<file path="src/hw/rtl/morse_code_keyer_assert.svh">
// morse_code_keyer_assert.svh: assertion macros for the keyer rtl
// no dependencies; empty bodies when SYNTHESIS is defined
`ifndef MORSE_CODE_KEYER_ASSERT_SVH
`define MORSE_CODE_KEYER_ASSERT_SVH
`ifndef SYNTHESIS
// expr must never hold while out of reset
`define MCK_ASSERT_NEVER(label, clk, rst_n, expr) \
	label: assert property (@(posedge clk) disable iff (!rst_n) !(expr)) \
		else $error("assertion failed: never");
// ante implies cons in the same cycle
`define MCK_ASSERT_IMPLIES(label, clk, rst_n, ante, cons) \
	label: assert property (@(posedge clk) disable iff (!rst_n) (ante) |-> (cons)) \
		else $error("assertion failed: implication");
// ante implies cons in the next cycle
`define MCK_ASSERT_NEXT(label, clk, rst_n, ante, cons) \
	label: assert property (@(posedge clk) disable iff (!rst_n) (ante) |=> (cons)) \
		else $error("assertion failed: next-cycle implication");
`else
`define MCK_ASSERT_NEVER(label, clk, rst_n, expr)
`define MCK_ASSERT_IMPLIES(label, clk, rst_n, ante, cons)
`define MCK_ASSERT_NEXT(label, clk, rst_n, ante, cons)
`endif
`endif

</file>
<file path="src/hw/rtl/mck_pkg.sv">
// mck_pkg: payload types, character constants and the morse code rom
// no dependencies
package mck_pkg;

	typedef struct packed {
		logic [7:0] character;
		logic       last_of_message;
	} char_t;

	typedef struct packed {
		logic       led_on;
		logic [2:0] units;
		logic       bad_char;
		logic       last;
	} seg_t;

	localparam logic [7:0] CHAR_NUL   = 8'h00;
	localparam logic [7:0] CHAR_SPACE = 8'h20;
	localparam logic [7:0] CHAR_ZERO  = 8'h30;
	localparam logic [7:0] CHAR_NINE  = 8'h39;
	localparam logic [7:0] CHAR_A     = 8'h41;
	localparam logic [7:0] CHAR_Z     = 8'h5A;

	localparam logic [2:0] UNITS_DOT      = 3'd1;
	localparam logic [2:0] UNITS_DASH     = 3'd3;
	localparam logic [2:0] UNITS_SYM_GAP  = 3'd1;
	localparam logic [2:0] UNITS_CHAR_GAP = 3'd3;
	localparam logic [2:0] UNITS_WORD_GAP = 3'd7;
	localparam logic [2:0] UNITS_ERROR    = 3'd0;

	// bits 7..3: code, first symbol in bit 3, 1 = dash; bits 2..0: symbol count
	function automatic logic [7:0] morse_entry(input logic [5:0] idx);
		logic [7:0] e;
		unique case (idx)
			6'd0:  e = {5'h1F, 3'd5};
			6'd1:  e = {5'h1E, 3'd5};
			6'd2:  e = {5'h1C, 3'd5};
			6'd3:  e = {5'h18, 3'd5};
			6'd4:  e = {5'h10, 3'd5};
			6'd5:  e = {5'h00, 3'd5};
			6'd6:  e = {5'h01, 3'd5};
			6'd7:  e = {5'h03, 3'd5};
			6'd8:  e = {5'h07, 3'd5};
			6'd9:  e = {5'h0F, 3'd5};
			6'd10: e = {5'h02, 3'd2};
			6'd11: e = {5'h01, 3'd4};
			6'd12: e = {5'h05, 3'd4};
			6'd13: e = {5'h01, 3'd3};
			6'd14: e = {5'h00, 3'd1};
			6'd15: e = {5'h04, 3'd4};
			6'd16: e = {5'h03, 3'd3};
			6'd17: e = {5'h00, 3'd4};
			6'd18: e = {5'h00, 3'd2};
			6'd19: e = {5'h0E, 3'd4};
			6'd20: e = {5'h05, 3'd3};
			6'd21: e = {5'h02, 3'd4};
			6'd22: e = {5'h03, 3'd2};
			6'd23: e = {5'h01, 3'd2};
			6'd24: e = {5'h07, 3'd3};
			6'd25: e = {5'h06, 3'd4};
			6'd26: e = {5'h0B, 3'd4};
			6'd27: e = {5'h02, 3'd3};
			6'd28: e = {5'h00, 3'd3};
			6'd29: e = {5'h01, 3'd1};
			6'd30: e = {5'h04, 3'd3};
			6'd31: e = {5'h08, 3'd4};
			6'd32: e = {5'h06, 3'd3};
			6'd33: e = {5'h09, 3'd4};
			6'd34: e = {5'h0D, 3'd4};
			6'd35: e = {5'h03, 3'd4};
			default: e = 8'h00;
		endcase
		return e;
	endfunction

endpackage

</file>
<file path="src/hw/rtl/morse_code_keyer.sv">
// morse_code_keyer: turns text characters into morse keying segments
// depends on mck_pkg and morse_code_keyer_assert.svh
//
// usage:
//   char channel (char_valid / char_stall / char_data) takes one character
//   per transfer. seg channel (seg_valid / seg_stall / seg_data) gives the
//   keying segments: led level, length in units, error flag, and last on
//   the final segment of each character.
//   once a character is accepted, the shared sequencer puts out one
//   segment per cycle while the output register is free: a letter or digit of
//   n symbols gives 2n-1 segments, plus a 3-unit gap when it is not the
//   first of a message, so up to ten segments. a space or a bad character
//   gives one segment, a nul gives none and only ends the message.
//   char_stall is high while the sequencer is busy with a character; the
//   next character is taken once the last segment sits in the output
//   register, even if the receiver has not yet taken it.
//   on a stall of a valid segment the register holds and the sequencer
//   waits. reset clears the message state and empties the output register.
module morse_code_keyer (
	input  logic          clk,
	input  logic          arst_n,
	input  logic          char_valid,
	output logic          char_stall,
	input  mck_pkg::char_t char_data,
	output logic          seg_valid,
	input  logic          seg_stall,
	output mck_pkg::seg_t seg_data
);
	import mck_pkg::*;

	localparam logic [1:0] KIND_CHAR  = 2'd0;
	localparam logic [1:0] KIND_SPACE = 2'd1;
	localparam logic [1:0] KIND_ERROR = 2'd2;

	logic       busy_q;
	logic [1:0] kind_q;
	logic       gap_q;
	logic       sym_gap_q;
	logic [4:0] code_q;
	logic [2:0] cnt_q;
	logic       started_q;
	logic       out_valid_q;
	seg_t       out_q;

	logic       accept;
	logic       is_digit;
	logic       is_alpha;
	logic [7:0] idx_full;
	logic [7:0] entry;
	logic       slot_free;
	logic       step;
	seg_t       seg_next;
	logic       done_next;

	assign accept    = char_valid && !char_stall;
	assign char_stall = busy_q;
	assign is_digit  = (char_data.character >= CHAR_ZERO) && (char_data.character <= CHAR_NINE);
	assign is_alpha  = (char_data.character >= CHAR_A) && (char_data.character <= CHAR_Z);
	assign idx_full  = is_digit ? (char_data.character - CHAR_ZERO)
	                            : (char_data.character - CHAR_A + 8'd10);
	assign entry     = morse_entry(idx_full[5:0]);
	assign slot_free = !out_valid_q || !seg_stall;
	assign step      = busy_q && slot_free;

	// segment selection for the current sequencer step
	always_comb begin
		seg_next  = '0;
		done_next = 1'b0;
		unique case (kind_q)
			KIND_SPACE: begin
				seg_next.units = UNITS_WORD_GAP;
				seg_next.last  = 1'b1;
				done_next      = 1'b1;
			end
			KIND_ERROR: begin
				seg_next.units    = UNITS_ERROR;
				seg_next.bad_char = 1'b1;
				seg_next.last     = 1'b1;
				done_next         = 1'b1;
			end
			default: begin
				priority if (gap_q) begin
					seg_next.units = UNITS_CHAR_GAP;
				end else if (sym_gap_q) begin
					seg_next.units = UNITS_SYM_GAP;
				end else begin
					seg_next.led_on = 1'b1;
					seg_next.units  = code_q[0] ? UNITS_DASH : UNITS_DOT;
					seg_next.last   = (cnt_q == 3'd1);
					done_next       = (cnt_q == 3'd1);
				end
			end
		endcase
	end

	always_ff @(posedge clk or negedge arst_n) begin
		if (!arst_n) begin
			busy_q      <= 1'b0;
			kind_q      <= KIND_CHAR;
			gap_q       <= 1'b0;
			sym_gap_q   <= 1'b0;
			cnt_q       <= '0;
			started_q   <= 1'b0;
			out_valid_q <= 1'b0;
		end else begin
			if (accept) begin
				gap_q     <= started_q;
				sym_gap_q <= 1'b0;
				cnt_q     <= entry[2:0];
				priority if (char_data.character == CHAR_NUL) begin
					started_q <= 1'b0;
				end else if (char_data.character == CHAR_SPACE && started_q) begin
					busy_q    <= 1'b1;
					kind_q    <= KIND_SPACE;
					started_q <= !char_data.last_of_message;
				end else if (!(is_digit || is_alpha)) begin
					// bad character or leading space aborts the message
					busy_q    <= 1'b1;
					kind_q    <= KIND_ERROR;
					started_q <= 1'b0;
				end else begin
					busy_q    <= 1'b1;
					kind_q    <= KIND_CHAR;
					started_q <= !char_data.last_of_message;
				end
			end else if (step) begin
				if (done_next) begin
					busy_q <= 1'b0;
				end
				if (kind_q == KIND_CHAR) begin
					priority if (gap_q) begin
						gap_q <= 1'b0;
					end else if (sym_gap_q) begin
						sym_gap_q <= 1'b0;
					end else begin
						sym_gap_q <= 1'b1;
						cnt_q     <= cnt_q - 3'd1;
					end
				end
			end
			if (step) begin
				out_valid_q <= 1'b1;
			end else if (!seg_stall) begin
				out_valid_q <= 1'b0;
			end
		end
	end

	// code shifter and output register carry payload only
	always_ff @(posedge clk) begin
		if (accept) begin
			code_q <= entry[7:3];
		end else if (step && kind_q == KIND_CHAR && !gap_q && !sym_gap_q) begin
			code_q <= {1'b0, code_q[4:1]};
		end
		if (step) begin
			out_q <= seg_next;
		end
	end

	assign seg_valid = out_valid_q;
	assign seg_data  = out_q;

	`include "morse_code_keyer_assert.svh"

	`MCK_ASSERT_IMPLIES(a_char_has_symbols, clk, arst_n, busy_q && kind_q == KIND_CHAR, cnt_q != 3'd0)
	`MCK_ASSERT_IMPLIES(a_error_shape, clk, arst_n, seg_valid && seg_data.bad_char, seg_data.last && !seg_data.led_on && seg_data.units == UNITS_ERROR)
	`MCK_ASSERT_IMPLIES(a_symbol_length, clk, arst_n, seg_valid && seg_data.led_on, seg_data.units == UNITS_DOT || seg_data.units == UNITS_DASH)
	`MCK_ASSERT_NEXT(a_step_fills_output, clk, arst_n, step, seg_valid)

endmodule
</file>
<file path="config.mk">
export PLATFORM = sky130hd
export DESIGN_NAME = morse_code_keyer
export DESIGN_NICKNAME = d
export VERILOG_FILES = /design/src/hw/rtl/mck_pkg.sv /design/src/hw/rtl/morse_code_keyer.sv
export VERILOG_INCLUDE_DIRS = /design/src /design/src/hw/rtl
export SDC_FILE = /design/constraint.sdc
export NUM_CORES = 1
export LEC_CHECK = 0
export BUFFER_PORTS_ARGS = -buffer_cell sky130_fd_sc_hd__buf_2
export CAP_MARGIN = 15
export CORE_AREA = 2 2 77 79
export CTS_CLUSTER_SIZE = 25
export DETAILED_ROUTE_END_ITERATION = 16
export DIE_AREA = 0 0 79 81
export GPL_ROUTABILITY_DRIVEN = 0
export HOLD_SLACK_MARGIN = 0.05
export PLACE_DENSITY_LB_ADDON = 0.05
export SYNTH_ARGS = -nofsm -noshare
export SYNTH_HDL_FRONTEND = slang
export SYNTH_SLANG_ARGS = --single-unit
</file>
<file path="constraint.sdc">
create_clock -name clk -period 2.6 [get_ports clk]
set_input_delay 0.13 -clock clk [delete_from_list [all_inputs] [get_ports clk]]
set_output_delay 0.13 -clock clk [all_outputs]
set_load 0.02 [all_outputs]
</file>
==> out/qor.tcl <==
set qor(grt_antenna_before_repair) 0
set qor(drive_above_1_share_pct) 29.0
set qor(max-clock-path-buffers) 2
set qor(regToRegSetupSlack_ns) 0.70
set qor(p_leak_nw) 1.18
set qor(initial_core_util_pct) 38.5
set qor(combPwrFrac_pct) 48.4
set qor(rows) 28
set qor(timing.critical_path.slowest_stage_cell) {sky130_fd_sc_hd__or3b_1}
set qor(crit_type) {input port to register}
set qor(route.detailed.vias_per_inst) 5.32
set qor(cp_data_arrival_time_ns) 2.63
set qor(required_time_worst_endpoint_ns) 2.79
set qor(route.vias.total) 2010
set qor(fin_area_um2) 2720
set qor(design.final.nets) 340
set qor(global_route.usage.met2_pct) 32.5
set qor(grt_pass1_wl_mm) 9.10
set qor(p_sw_share_pct) 38.8
set qor(ant_nets) 0
set qor(max_fanout_on_critical_path) 6
set qor(post_synthesis_mean_instance_area_um2) 8.64
set qor(synthDominantAreaCellType) {sky130_fd_sc_hd__edfxtp_1}
set qor(cts_made_buffers) 3
set qor(fin_worst_hold_slack_ns) 0.123
set qor(postLayoutCoreUtil_pct) 47.8
set qor(timing_max_transition_violations_final) 0
set qor(die_w_um) 79
set qor(maxCapViolCount) 0
set qor(worst_setup_path_start_kind) {input port}
set qor(synth_nets) 289
set qor(clock-sinks) 21
set qor(syn_area_um2) 2190
set qor(layout_worst_path_cycle_share_pct) 94.2
set qor(worst-slew-pin-transition_ns) 0.478
set qor(power.switching_mw) 0.551
set qor(pre_cts_ws_ns) -0.205
set qor(yosys_most_used_dff) {sky130_fd_sc_hd__edfxtp_1}
set qor(synthArstFlopShare_pct) 47.6
set qor(postSynthCellCount) 253
set qor(area.growth.synth_to_final_pct) 24.2
set qor(wirelength_per_cell_um) 14.5
set qor(worst_hold_path_type) {input port to register}
set qor(critical_path.cell_chain) {buf_2 > ha_4 > or3b_1 > a21oi_4 > buf_12 > xnor2_4 > buf_4 > ha_2 > nor3_1 > nor3_1 > o22ai_1 > mux2_4 > a221o_1 > o211ai_2}
set qor(clkTransAtPathRegs_ns) 0.08
set qor(dpl_wire_length_mm) 4.35
set qor(groute.layer.met1.usage_pct) 23.1
set qor(grt_most_used_layer) {met2}
set qor(synth.top_cells.by_area) {sky130_fd_sc_hd__edfxtp_1 15%, sky130_fd_sc_hd__ha_1 13%, sky130_fd_sc_hd__dfrtp_1 11%, sky130_fd_sc_hd__nand2_1 4.6%, sky130_fd_sc_hd__a21oi_1 3.9%}
set qor(via_count_of_the_first_global_routing_pass) 1889
set qor(count_of_final_hold_check_violations) 0
set qor(regToRegEndpoint) {code_q[4]$_SDFFCE_PN0P_}
set qor(synth_seq_cells) 21
set qor(clock_tree_from_tritoncts) {built}
set qor(fp.dieH_um) 81
set qor(core_area_um2) 5680
set qor(critPathMostFrequentCell) {sky130_fd_sc_hd__nor3_1}
set qor(worst_path_largest_cell_delay_ns) 0.42
set qor(die_area_um2) 6400
set qor(hold-path-cell-count) 3
set qor(max_slew_margin_pct) 67.9
set qor(grt_max_degree) 30
set qor(yosys.cell_types.count) 63
set qor(timing.fmax_ghz) 0.408
set qor(dr.pass1.iters) 4
set qor(drc_viols) 0
set qor(reg2regPathDepth) 5
set qor(status) {complete, no violations}
set qor(worstHoldStart) {seg_stall}
set qor(synth_enable_flop_cells) 11
set qor(share_of_the_synthesized_area_in_the_top_cell_type_pct) 15.1
set qor(global_route.usage.met3_pct) 1.11
set qor(min_setup_slack_post_route_ns) 0.151
set qor(fillers) 606
set qor(diodes) 0
set qor(critical_path.reg2reg.startpoint) {seg_valid$_DFFE_PN0P_}
set qor(fin_crit_ns) 2.45
set qor(clk_root_buffer_cell) {sky130_fd_sc_hd__clkbuf_8}
set qor(drt-total-wl_mm) 5.46
set qor(cts_post_setup_buffers_inserted) 0
set qor(clock_latency_ns) 0.26
set qor(clock-skew-final_ns) 0.00287
set qor(track_usage_pct) 18.1
set qor(power_density_nw_per_um2) 523
set qor(initialDrtViolationCount) 114
set qor(yosysSeqAreaShare_pct) 26.6
set qor(power.internal_mw) 0.870
set qor(timing.hold.worst_endpoint) {seg_valid$_DFFE_PN0P_}
set qor(global_route.overflow_total) 0
set qor(synth.yosys.warnings) 0
set qor(pin_count) 21
set qor(setup_viol) 0
set qor(h_tree_lvls) 1
set qor(worst_setup_path_end_kind) {register}
set qor(power_frac_clock_pct) 15.0
set qor(vdd_drop_max_uv) 324
set qor(postPlaceCellArea_um2) 2630
set qor(final.setup.tns_ns) 0
set qor(portBuffers) 20
set qor(seq_power_share_pct) 36.6
## Yosys cell counts, types with 3 or more instances
cell                       count
sky130_fd_sc_hd__and3_1        3
sky130_fd_sc_hd__mux2_2        4
sky130_fd_sc_hd__a31oi_1       4
sky130_fd_sc_hd__ha_1         23
sky130_fd_sc_hd__dfrtp_1      10
sky130_fd_sc_hd__inv_1        16
sky130_fd_sc_hd__xnor2_1       8
sky130_fd_sc_hd__o21ai_1       3
sky130_fd_sc_hd__edfxtp_1     11
sky130_fd_sc_hd__clkbuf_8      4
sky130_fd_sc_hd__nor3_1        6
sky130_fd_sc_hd__o21ai_0      16
sky130_fd_sc_hd__a21oi_1      17
sky130_fd_sc_hd__nand2_1      27
sky130_fd_sc_hd__o22ai_1       5
sky130_fd_sc_hd__mux2i_1       4
sky130_fd_sc_hd__nand3_1       7
sky130_fd_sc_hd__nor2_1       22
sky130_fd_sc_hd__a211oi_1      3
sky130_fd_sc_hd__clkbuf_1      4
sky130_fd_sc_hd__nand2b_1      3
sky130_fd_sc_hd__nand4_1       3
## registers in the layout, indices dropped and copies added, names as in the netlist
name,flops
char_stall,1
gap_q,1
sym_gap_q,1
seg_valid,1
started_q,1
cnt_q,3
kind_q,2
seg_data,6
code_q,5
## metal layers
layer,vias up,part of all wire [%]
met5,-,0
met4,0,1.6
met3,6,4.4
met2,48,48
met1,928,46
li1,1028,-
## cell usage in the layout (no fill, tap or decap), drive strengths merged, types with 2 or more instances in the layout
cell / instances
edfxtp: 11
mux2i: 4
or3: 2
nor4b: 2
o31ai: 2
nor3: 6
dfrtp: 10
o32ai: 2
xnor2: 8
a2bb2oi: 2
o21ai: 21
a21oi: 20
clkbuf: 3
and3: 3
o2bb2ai: 2
nand4: 3
nand3: 8
a31oi: 4
a211oi: 3
nand2: 27
o211ai: 3
o221ai: 2
nor2: 22
o22ai: 5
mux2: 5
inv: 16
ha: 23
nand2b: 3
a21o: 2
buf: 58
## what timing repair did
action,4_1_cts,5_1_grt
hold buffers,1,0
endpoints found under the hold margin,10,0
endpoints found under the setup margin,0,2
gates resized for setup,0,7
## worst max-delay path by stage
stage | from | to | slack [ns] | depth (start not counted)
after floorplan | char_data[5] | cnt_q[2]$_DFFE_PN0P_ | -0.11 | 13
after global placement | char_data[5] | code_q[2]$_DFFE_PP_ | -0.22 | 12
after detailed placement | char_data[5] | code_q[2]$_DFFE_PP_ | -0.20 | 12
after CTS | char_data[5] | code_q[2]$_DFFE_PP_ | 0.05 | 12
after global routing | char_data[5] | code_q[2]$_DFFE_PP_ | -0.03 | 12
final | char_data[5] | cnt_q[2]$_DFFE_PN0P_ | 0.15 | 14
## area by class of cell
type | instances | area (µm²) | area share, %
repair buffers | 59 | 408 | 15.0
clock inverters | 1 | 5.00 | 0.184
well taps | 75 | 93.8 | 3.46
inverters | 16 | 60.1 | 2.21
multi-input cells | 203 | 1530 | 56.2
flip-flops and latches | 21 | 581 | 21.4
clock buffers | 3 | 41.3 | 1.52
## worst max-delay path: cells and delay by family
family / cells / cell delay [ns]
compound gates: 4 / 0.69
xor+xnor: 1 / 0.10
fa+ha+maj: 2 / 0.35
buf+inv: 3 / 0.43
mux: 1 / 0.26
simple gates: 3 / 0.65
## cell families after synthesis
group | Yosys count | synth area share (%)
AND/OR/NAND/NOR | 83 | 18.1
AO/OA/AOI/OAI | 79 | 26.4
buffers and inverters | 29 | 7.78
adder cells (fa/ha/maj) | 23 | 13.2
flip-flops | 21 | 26.6
XOR/XNOR | 9 | 3.61
multiplexers | 9 | 4.41
## power by group through the flow
stage / combinational [mW] / clock [mW] / sequential (mW)
4_1_cts: 0.686 / 0.219 / 0.522
2_1_floorplan: 0.425 / 0 / 0.569
6_report: 0.687 / 0.213 / 0.521
3_3_place_gp: 0.682 / 0 / 0.528
5_1_grt: 0.771 / 0.234 / 0.531
3_5_place_dp: 0.682 / 0 / 0.529
## per-stage QoR
stage / cells / total power, mW
after floorplan: 253 / 0.995
after global placement: 373 / 1.21
after detailed placement: 373 / 1.21
after CTS: 378 / 1.43
after global routing: 378 / 1.54
final: 378 / 1.42
Power figures use the tool's default switching activity.
